File: config.mk
export PLATFORM = sky130hd
export DESIGN_NAME = cpid_parse
export DESIGN_NICKNAME = d
export VERILOG_FILES = /design/src/cpid_pkg.sv /design/src/cpid_parse.sv
export SDC_FILE = /design/constraint.sdc
export NUM_CORES = 1
export LEC_CHECK = 0
export ABC_AREA = 1
export BUFFER_PORTS_ARGS = -buffer_cell sky130_fd_sc_hd__buf_2
export CORE_MARGIN = 3
export CORE_UTILIZATION = 51
export CTS_CLUSTER_SIZE = 12
export DETAILED_ROUTE_END_ITERATION = 7
export PLACE_DENSITY = 0.66
export SLEW_MARGIN = 5
export SYNTH_ARGS = -nofsm -noshare
export SYNTH_HDL_FRONTEND = slang
export SYNTH_SLANG_ARGS = --single-unit
File: constraint.sdc
create_clock -name clock -period 7.01 [get_ports clock]
set_input_delay 1.402 -clock clock [delete_from_list [all_inputs] [get_ports clock]]
set_output_delay 1.402 -clock clock [all_outputs]
set_load 0.05 [all_outputs]
File: src/cpid_pkg.sv
// shared types and constants for the column post image decoder
`timescale 1ns / 1ps

package cpid_pkg;

   localparam int unsigned OP_WIDTH = 2;
   localparam int unsigned COLUMN_WIDTH = 9;
   localparam int unsigned BYTE_WIDTH = 8;
   localparam int unsigned STATUS_WIDTH = 3;
   localparam int unsigned ADDR_WIDTH = 17;
   localparam int unsigned COLOR_WIDTH = 24;
   localparam int unsigned PIC_WIDTH_BITS = 10;
   localparam int unsigned PIC_HEIGHT_BITS = 9;
   localparam int unsigned ROW_WIDTH = 9;
   localparam int unsigned FLAT_ADDR_WIDTH = 12;
   localparam int unsigned PALETTE_SIZE = 256;

   localparam logic [PIC_WIDTH_BITS-1:0] MAX_WIDTH = 10'd512;
   localparam logic [PIC_HEIGHT_BITS-1:0] MAX_HEIGHT = 9'd256;
   localparam logic [FLAT_ADDR_WIDTH:0] FLAT_PIXELS = 13'd4096;
   localparam logic [PIC_WIDTH_BITS-1:0] WIDTH_RESET = 10'd64;
   localparam logic [PIC_HEIGHT_BITS-1:0] HEIGHT_RESET = 9'd64;
   localparam logic [BYTE_WIDTH-1:0] END_MARK = 8'hff;

   localparam logic [OP_WIDTH-1:0] OP_PALETTE_WRITE = 2'd0;
   localparam logic [OP_WIDTH-1:0] OP_COLUMN_START = 2'd1;
   localparam logic [OP_WIDTH-1:0] OP_COLUMN_BYTE = 2'd2;
   localparam logic [OP_WIDTH-1:0] OP_FLAT_BYTE = 2'd3;

   localparam logic [STATUS_WIDTH-1:0] ST_CONSUMED = 3'd0;
   localparam logic [STATUS_WIDTH-1:0] ST_PIXEL = 3'd1;
   localparam logic [STATUS_WIDTH-1:0] ST_COLUMN_END = 3'd2;
   localparam logic [STATUS_WIDTH-1:0] ST_DROPPED = 3'd3;
   localparam logic [STATUS_WIDTH-1:0] ST_IGNORED = 3'd4;

   localparam logic CSR_PIC_WIDTH = 1'b0;
   localparam logic CSR_PIC_HEIGHT = 1'b1;

   typedef struct packed {
      logic [STATUS_WIDTH-1:0] status;
      logic [ADDR_WIDTH-1:0]   address;
   } result_type;

endpackage

File: src/cpid_parse.sv
// column post parser and flat address counter
`timescale 1ns / 1ps

module cpid_parse (
   input  logic                                  clock,
   input  logic                                  reset,
   input  logic                                  step,
   input  logic [cpid_pkg::OP_WIDTH-1:0]         operation,
   input  logic [cpid_pkg::COLUMN_WIDTH-1:0]     column_index,
   input  logic [cpid_pkg::BYTE_WIDTH-1:0]       data_byte,
   input  logic [cpid_pkg::PIC_WIDTH_BITS-1:0]   pic_width,
   input  logic [cpid_pkg::PIC_HEIGHT_BITS-1:0]  pic_height,
   output cpid_pkg::result_type                  result
);

   localparam logic [2:0] PH_IDLE = 3'd0;
   localparam logic [2:0] PH_TOP = 3'd1;
   localparam logic [2:0] PH_LEN = 3'd2;
   localparam logic [2:0] PH_PAD1 = 3'd3;
   localparam logic [2:0] PH_PIX = 3'd4;
   localparam logic [2:0] PH_PAD2 = 3'd5;

   localparam int unsigned PROD_WIDTH = cpid_pkg::ROW_WIDTH + cpid_pkg::PIC_WIDTH_BITS;

   logic [2:0]                              phase_ff, phase_in;
   logic [cpid_pkg::COLUMN_WIDTH-1:0]       column_ff, column_in;
   logic [cpid_pkg::ROW_WIDTH-1:0]          row_ff, row_in;
   logic [cpid_pkg::BYTE_WIDTH-1:0]         left_ff, left_in;
   logic [cpid_pkg::ADDR_WIDTH-1:0]         running_ff, running_in;
   logic [cpid_pkg::FLAT_ADDR_WIDTH-1:0]    flat_ff, flat_in;
   logic [PROD_WIDTH-1:0]                   row_offset;
   logic [PROD_WIDTH-1:0]                   start_address;
   logic [cpid_pkg::FLAT_ADDR_WIDTH:0]      flat_inc;

   assign row_offset = {{cpid_pkg::PIC_WIDTH_BITS{1'b0}}, row_ff}
                     * {{cpid_pkg::ROW_WIDTH{1'b0}}, pic_width};
   assign start_address = row_offset
                        + {{(PROD_WIDTH-cpid_pkg::COLUMN_WIDTH){1'b0}}, column_ff};
   assign flat_inc = {1'b0, flat_ff} + 13'd1;

   always_comb begin
      phase_in = phase_ff;
      column_in = column_ff;
      row_in = row_ff;
      left_in = left_ff;
      running_in = running_ff;
      flat_in = flat_ff;
      result.status = cpid_pkg::ST_CONSUMED;
      result.address = '0;
      case (operation)
         cpid_pkg::OP_PALETTE_WRITE: begin
            result.status = cpid_pkg::ST_CONSUMED;
         end
         cpid_pkg::OP_COLUMN_START: begin
            column_in = column_index;
            phase_in = PH_TOP;
         end
         cpid_pkg::OP_FLAT_BYTE: begin
            result.status = cpid_pkg::ST_PIXEL;
            result.address = {{(cpid_pkg::ADDR_WIDTH-cpid_pkg::FLAT_ADDR_WIDTH){1'b0}},
                              flat_ff};
            flat_in = (flat_inc >= cpid_pkg::FLAT_PIXELS) ? '0
                      : flat_inc[cpid_pkg::FLAT_ADDR_WIDTH-1:0];
         end
         default: begin
            case (phase_ff)
               PH_TOP: begin
                  if (data_byte == cpid_pkg::END_MARK) begin
                     phase_in = PH_IDLE;
                     result.status = cpid_pkg::ST_COLUMN_END;
                  end else begin
                     row_in = {1'b0, data_byte};
                     phase_in = PH_LEN;
                  end
               end
               PH_LEN: begin
                  left_in = data_byte;
                  phase_in = PH_PAD1;
               end
               PH_PAD1: begin
                  running_in = start_address[cpid_pkg::ADDR_WIDTH-1:0];
                  phase_in = (left_ff == '0) ? PH_PAD2 : PH_PIX;
               end
               PH_PIX: begin
                  row_in = row_ff + 9'd1;
                  running_in = running_ff
                             + {{(cpid_pkg::ADDR_WIDTH-cpid_pkg::PIC_WIDTH_BITS){1'b0}},
                                pic_width};
                  left_in = left_ff - 8'd1;
                  if (left_ff == 8'd1) begin
                     phase_in = PH_PAD2;
                  end
                  if (row_ff < pic_height) begin
                     result.status = cpid_pkg::ST_PIXEL;
                     result.address = running_ff;
                  end else begin
                     result.status = cpid_pkg::ST_DROPPED;
                  end
               end
               PH_PAD2: begin
                  phase_in = PH_TOP;
               end
               default: begin
                  result.status = cpid_pkg::ST_IGNORED;
               end
            endcase
         end
      endcase
   end

   always_ff @(posedge clock) begin
      if (reset) begin
         phase_ff <= PH_IDLE;
         column_ff <= '0;
         row_ff <= '0;
         left_ff <= '0;
         running_ff <= '0;
         flat_ff <= '0;
      end else if (step) begin
         phase_ff <= phase_in;
         column_ff <= column_in;
         row_ff <= row_in;
         left_ff <= left_in;
         running_ff <= running_in;
         flat_ff <= flat_in;
      end
   end

endmodule

== Word level (Yosys, flattened, before mapping) ==
Cells that the tools add are included.

* Word-level logic and storage cells: 60
* Latch bits: 0
* Memory bits (writable): 0
* Memories: 0
* Output and inout port bits: 20
* ROM bits: 0
* Register bits after elaboration: 58
* Input port bits: 41

* Bitwise gates (word level): 2
* $mul: 1
* Eq/ne operators: 11
* Divide/modulo/power cells: 0
* Magnitude comparators: 2
* Reduce and logical (&&, ||, !) cells: 16
* Shifts and indexed selects: 0
* Add/subtract/negate cells: 5
* Mux-type cells: 17

{| class="wikitable"
|+ Operator list
! kind !! count
|-
| $pmux W17 S2 || 2
|-
| $mux W17 || 2
|-
| $pmux W9 S2 || 1
|-
| $add A17 B10 Y17 || 1
|-
| $add A17 B9 Y17 || 1
|-
| $mul A9 B10 Y17 || 1
|-
| $pmux W8 S2 || 1
|-
| $pmux W3 S5 || 1
|-
| $add A12 B1 Y13 const B || 1
|-
| $ge A13 B13 Y1 const B || 1
|-
| $mux W12 || 1
|-
| $pmux W3 S2 || 2
|-
| $add A9 B1 Y9 const B || 1
|-
| $lt A9 B9 Y1 || 1
|-
| $mux W9 || 1
|-
| $pmux W3 S3 || 1
|-
| $eq A8 B1 Y1 const B || 1
|-
| $eq A8 B8 Y1 const B || 1
|-
| $logic_not A8 Y1 || 1
|-
| $reduce_and A4 Y1 || 2
|-
| $sub A8 B1 Y8 const B || 1
|-
| $eq A3 B2 Y1 const B || 2
|-
| $eq A3 B3 Y1 const B || 2
|-
| $mux W2 || 3
|-
| other kinds (15) || 22
|}

== Depth between registers and ports, before layout ==
* Depth in word-level cells: 4
* Mapped depth: 26

== Worst setup path before layout ==
OpenSTA, ideal clock, no wires.

* Path kind: input -> register
* From: input port pic_width[5] (netlist bit)
* To: register running_ff[16] (netlist bit)
* Path buffers: 1
* Setup time: 0.109 ns
* Setup slack: 1.292 ns
* Data arrival time: 5.608 ns
* Stages on the path: 23
* Cell sequence: clkbuf_1 nand2_1 fa_1 inv_1 fa_1 inv_1 fa_1 inv_1 fa_1 inv_1 fa_1 inv_1 ha_1 nand2_1 inv_1 a21oi_1 nand2_1 a21oi_1 nand2_1 nand3_1 nand3_1 nand2_1 inv_1

* Longest elaborated chain between the ends: 3
* Elaborated cells on any way between the ends: 4
* Those cells by class: add/sub (2); mul (1); mux (1)

{| class="wikitable"
|+ RTL lines
! element !! RTL line !! text
|-
| from (decl) || cpid_parse.sv:11 || <nowiki>input logic [cpid_pkg::PIC_WIDTH_BITS-1:0] pic_width,</nowiki>
|-
| $mul A9 B10 Y17 || cpid_parse.sv:36 || <nowiki>* {{cpid_pkg::ROW_WIDTH{1'b0}}, pic_width};</nowiki>
|-
| $add A17 B9 Y17 || cpid_parse.sv:38 || <nowiki>+ {{(PROD_WIDTH-cpid_pkg::COLUMN_WIDTH){1'b0}}, column_ff};</nowiki>
|-
| $pmux W17 S2 (*) || cpid_parse.sv:66 || <nowiki>case (phase_ff)</nowiki>
|-
| to (signal assigned) || cpid_parse.sv:124 || <nowiki>running_ff <= running_in;</nowiki>
|-
| to (decl) || cpid_parse.sv:29 || <nowiki>logic [cpid_pkg::ADDR_WIDTH-1:0] running_ff, running_in;</nowiki>
|}

Every way passes the cells marked *; elsewhere a longest branch is shown, timed or not.
A chain may end at the register's enable or synchronous reset.

== Worst setup path after layout ==
Ends and elaborated chain as after synthesis.

==> impl_metrics.ini <==
[floorplanning]
top_level_ports = 61
core_area_um2 = 14600
standard_cell_rows = 44
die_h_um = 128
fp.dieW_um = 128
initial_core_util_pct = 52.2
dieArea_um2 = 16400

[timing]
final.period_utilization_pct = 79.6
rsz0062_at_grt = false
finalHoldViolations = 0
actual_slew_at_the_worst_max_slew_pin_ps = 1120
relSlewSlack_pct = 25.3
setup_viol = 0
achievable-frequency_mhz = 179
whs_ps = 467
slew_viol_final = 0
final.min_clock_period_ps = 5580
skew_ps = 7.23
setup-tns-final_ps = 0

[synth]
syn-cell-area_um2 = 7620
synth_cell_types = 44
syn-num-nets = 1356
synth_edf_count = 0
synth_seq_cells = 58
ys_async_sr_fraction_pct = 0
postSynth.topFlopCell = sky130_fd_sc_hd__dfxtp_1
post_synth.cell_area_avg_um2 = 6.46
synth_sequential_area_ratio_pct = 15.2
synth_warnings = 0
syn-instance-count = 1180

[final_layout]
multiInputGateArea_um2 = 5330
n_antenna_cell = 0
fin_nets = 1389
regArea_um2 = 1160
fill_cells = 1472
final_cell_mix = sky130_fd_sc_hd__nand2_1, sky130_fd_sc_hd__inv_1, sky130_fd_sc_hd__nor2_1
mostFrequentLayoutCell = sky130_fd_sc_hd__nand2_1
final_layout_size_suffix_gt1_share_pct = 8.46
p_r_area_growth_vs_syn_pct = 8.95

[routing]
routedWlPerCell_um = 14.6
detailedRoute.firstIterationViolations = 524
route.top_layer_used = met4
drt_first_pass_iters = 5
final_antenna_net_count = 0
vias_per_cell = 5.27
drt_drc_violations_left = 0
route.vias.total = 7383
met2WireLength_mm = 9.02
wl_met1_mm = 9.82
total_met3_wirelength_after_detailed_routing_mm = 1.13
routed_wirelength_mm = 20.4

[critical_path]
end_of_the_worst_register_to_register_path = running_ff[16]$_SDFFE_PP0P_
critical_path.endpoint_type = flop
top_cell_by_count_worst_path = sky130_fd_sc_hd__inv_1
rrSetupSlack_ps = 1890
cp-start-kind = input pin
required_ps = 7240
worst-path-stages = 23
crit_arrival_ps = 5810
r2r.worst_path.cells = 22
crit_family = adder cells
cpPeakStageDelay_ps = 560
crit-reg2reg-launch = row_ff[2]$_SDFFE_PP0P_
worst-setup-path-type = in2reg
crit_path_max_fanout = 10
crit_buf_inv = 8
cp_cell_sequence = buf_2 > nand2_1 > fa_1 > inv_1 > fa_1 > inv_1 > fa_1 > inv_1 > fa_1 > inv_1 > fa_1 > inv_1 > ha_1 > nand2_1 > inv_1 > a21oi_1 > nand2_1 > a21oi_1 > nand2_1 > nand3_1 > nand3_1 > nand2_1 > inv_1
timing.critical_path.slowest_stage_cell = sky130_fd_sc_hd__fa_1

[grt]
gr-total-overflow = 0
global_route_wire_length_before_repair_mm = 33.3
grt_pass1_vias = 6825
antenna_found_initial = 0
maximum_number_of_pins_on_one_net_before_global_route_repair = 41
grt.total_usage_pct = 25.3

[clock_tree]
cts_root_buf = sky130_fd_sc_hd__clkbuf_16
clk_pin_slew_worst_paths_ps = 50
cts_resized = 0
cts.repair_timing.setup_buffer_count = 0
clock_tree_from_tritoncts = built
cts_made_buffers = 9
numClockSinks = 58
holdBufCountCts = 0
cts_htree_levels = 3
clock_tree.buffer_depth = 2
insertion_delay_ps = 340

[flow_run]
max-cap-violations = 0

[power_and_ir_drop]
static_leak_nw = 4.85
max-vdd-ir-drop_v = 0.000128
power.density_nw_per_um2 = 127

[worst_hold_path]
worst_hold_path_type = reg2reg
min_delay_worst_endpoint = flat_ff[11]$_SDFFE_PP0P_
hold_path_depth = 2
timing.hold.worst.start = flat_ff[11]$_SDFFE_PP0P_

[outcome]
outcome = completed

[place]
dp.final_hpwl_mm = 16.2
place.gp.congestion = 0.941
place.port_buffers = 60
==> power breakdown <==
part | internal (mW) | switching [mW]
Sequential | 0.339 | 0.0127
Combinational | 0.0676 | 0.139
Clock | 0.321 | 0.174
Total | 0.728 | 0.325
==> area by class of cell <==
class,count,area share [%]
multi-input cells,829,64.2
clock buffers,12,2.97
inverters,255,11.6
well taps,184,2.77
flip-flops and latches,58,14.0
repair buffers,60,3.62
clock inverters,4,0.905
==> worst max path at each step <==
stage / start / endpoint
2_1_floorplan: pic_width[5] / running_ff[16]$_SDFFE_PP0P_
3_3_place_gp: pic_width[5] / running_ff[16]$_SDFFE_PP0P_
3_5_place_dp: pic_width[6] / running_ff[16]$_SDFFE_PP0P_
4_1_cts: pic_width[5] / running_ff[16]$_SDFFE_PP0P_
5_1_grt: pic_width[7] / running_ff[10]$_SDFFE_PP0P_
6_report: pic_width[5] / running_ff[16]$_SDFFE_PP0P_
==> synthesized netlist by cell type, types with 3 or more instances <==
library cell,instances,share of area (%)
sky130_fd_sc_hd__nand3b_1,3,0.30
sky130_fd_sc_hd__nor2_1,76,3.7
sky130_fd_sc_hd__o22ai_1,11,0.90
sky130_fd_sc_hd__clkbuf_1,24,1.2
sky130_fd_sc_hd__nand2_1,329,16
sky130_fd_sc_hd__a21oi_1,57,3.7
sky130_fd_sc_hd__inv_1,243,12
sky130_fd_sc_hd__nand2_2,3,0.25
sky130_fd_sc_hd__nand3_1,73,4.8
sky130_fd_sc_hd__dfxtp_1,58,15
sky130_fd_sc_hd__fa_1,62,16
sky130_fd_sc_hd__ha_1,73,12
sky130_fd_sc_hd__xor2_1,12,1.4
sky130_fd_sc_hd__nor2_2,3,0.25
sky130_fd_sc_hd__buf_2,10,0.66
sky130_fd_sc_hd__nand4_1,10,0.82
sky130_fd_sc_hd__nor3_1,16,1.1
sky130_fd_sc_hd__o21ai_1,12,0.79
sky130_fd_sc_hd__inv_2,11,0.54
sky130_fd_sc_hd__o21ai_0,48,3.2
sky130_fd_sc_hd__a31oi_1,13,1.1
sky130_fd_sc_hd__a211oi_1,3,0.30
==> flip-flops by register name, indices dropped and copies added (netlist names) <==
register and flops:
column_ff 9, flat_ff 12, running_ff 17, phase_ff 3
row_ff 9, left_ff 8
==> through the flow <==
step	cell area, um2	power (mW)	util, %	setup WS [ps]	std cells
after global routing	8300	1.10	56.9	1040	1402
after CTS	8300	1.06	56.9	1440	1402
final	8300	1.05	56.9	1430	1402
after detailed placement	7980	0.564	54.7	1090	1386
after global placement	7980	0.562	54.7	1150	1386
after floorplan	7620	0.505	-	1290	1180
==> logic make-up after synthesis <==
kind of cell / synth area share [%]
and+or+nand+nor: 29.3
AOI/OAI and AO/OA: 11.0
buffers and inverters: 14.8
DFF: 15.2
adders and majority gates: 28.3
xor gates and xnor gates: 1.38
==> layer usage <==
layer	vias up	global-route usage [%]
met5	-	0
met4	0	7.62
met3	28	3.71
met2	204	39.3
met1	3413	36.5
li1	3738	-
==> worst min-delay path, stage by stage, from the launching register on <==
cell and delay [ps]:
sky130_fd_sc_hd__dfxtp_1 310, sky130_fd_sc_hd__nand2_1 60, sky130_fd_sc_hd__a21oi_1 50
(Power assumes the default switching activity.)
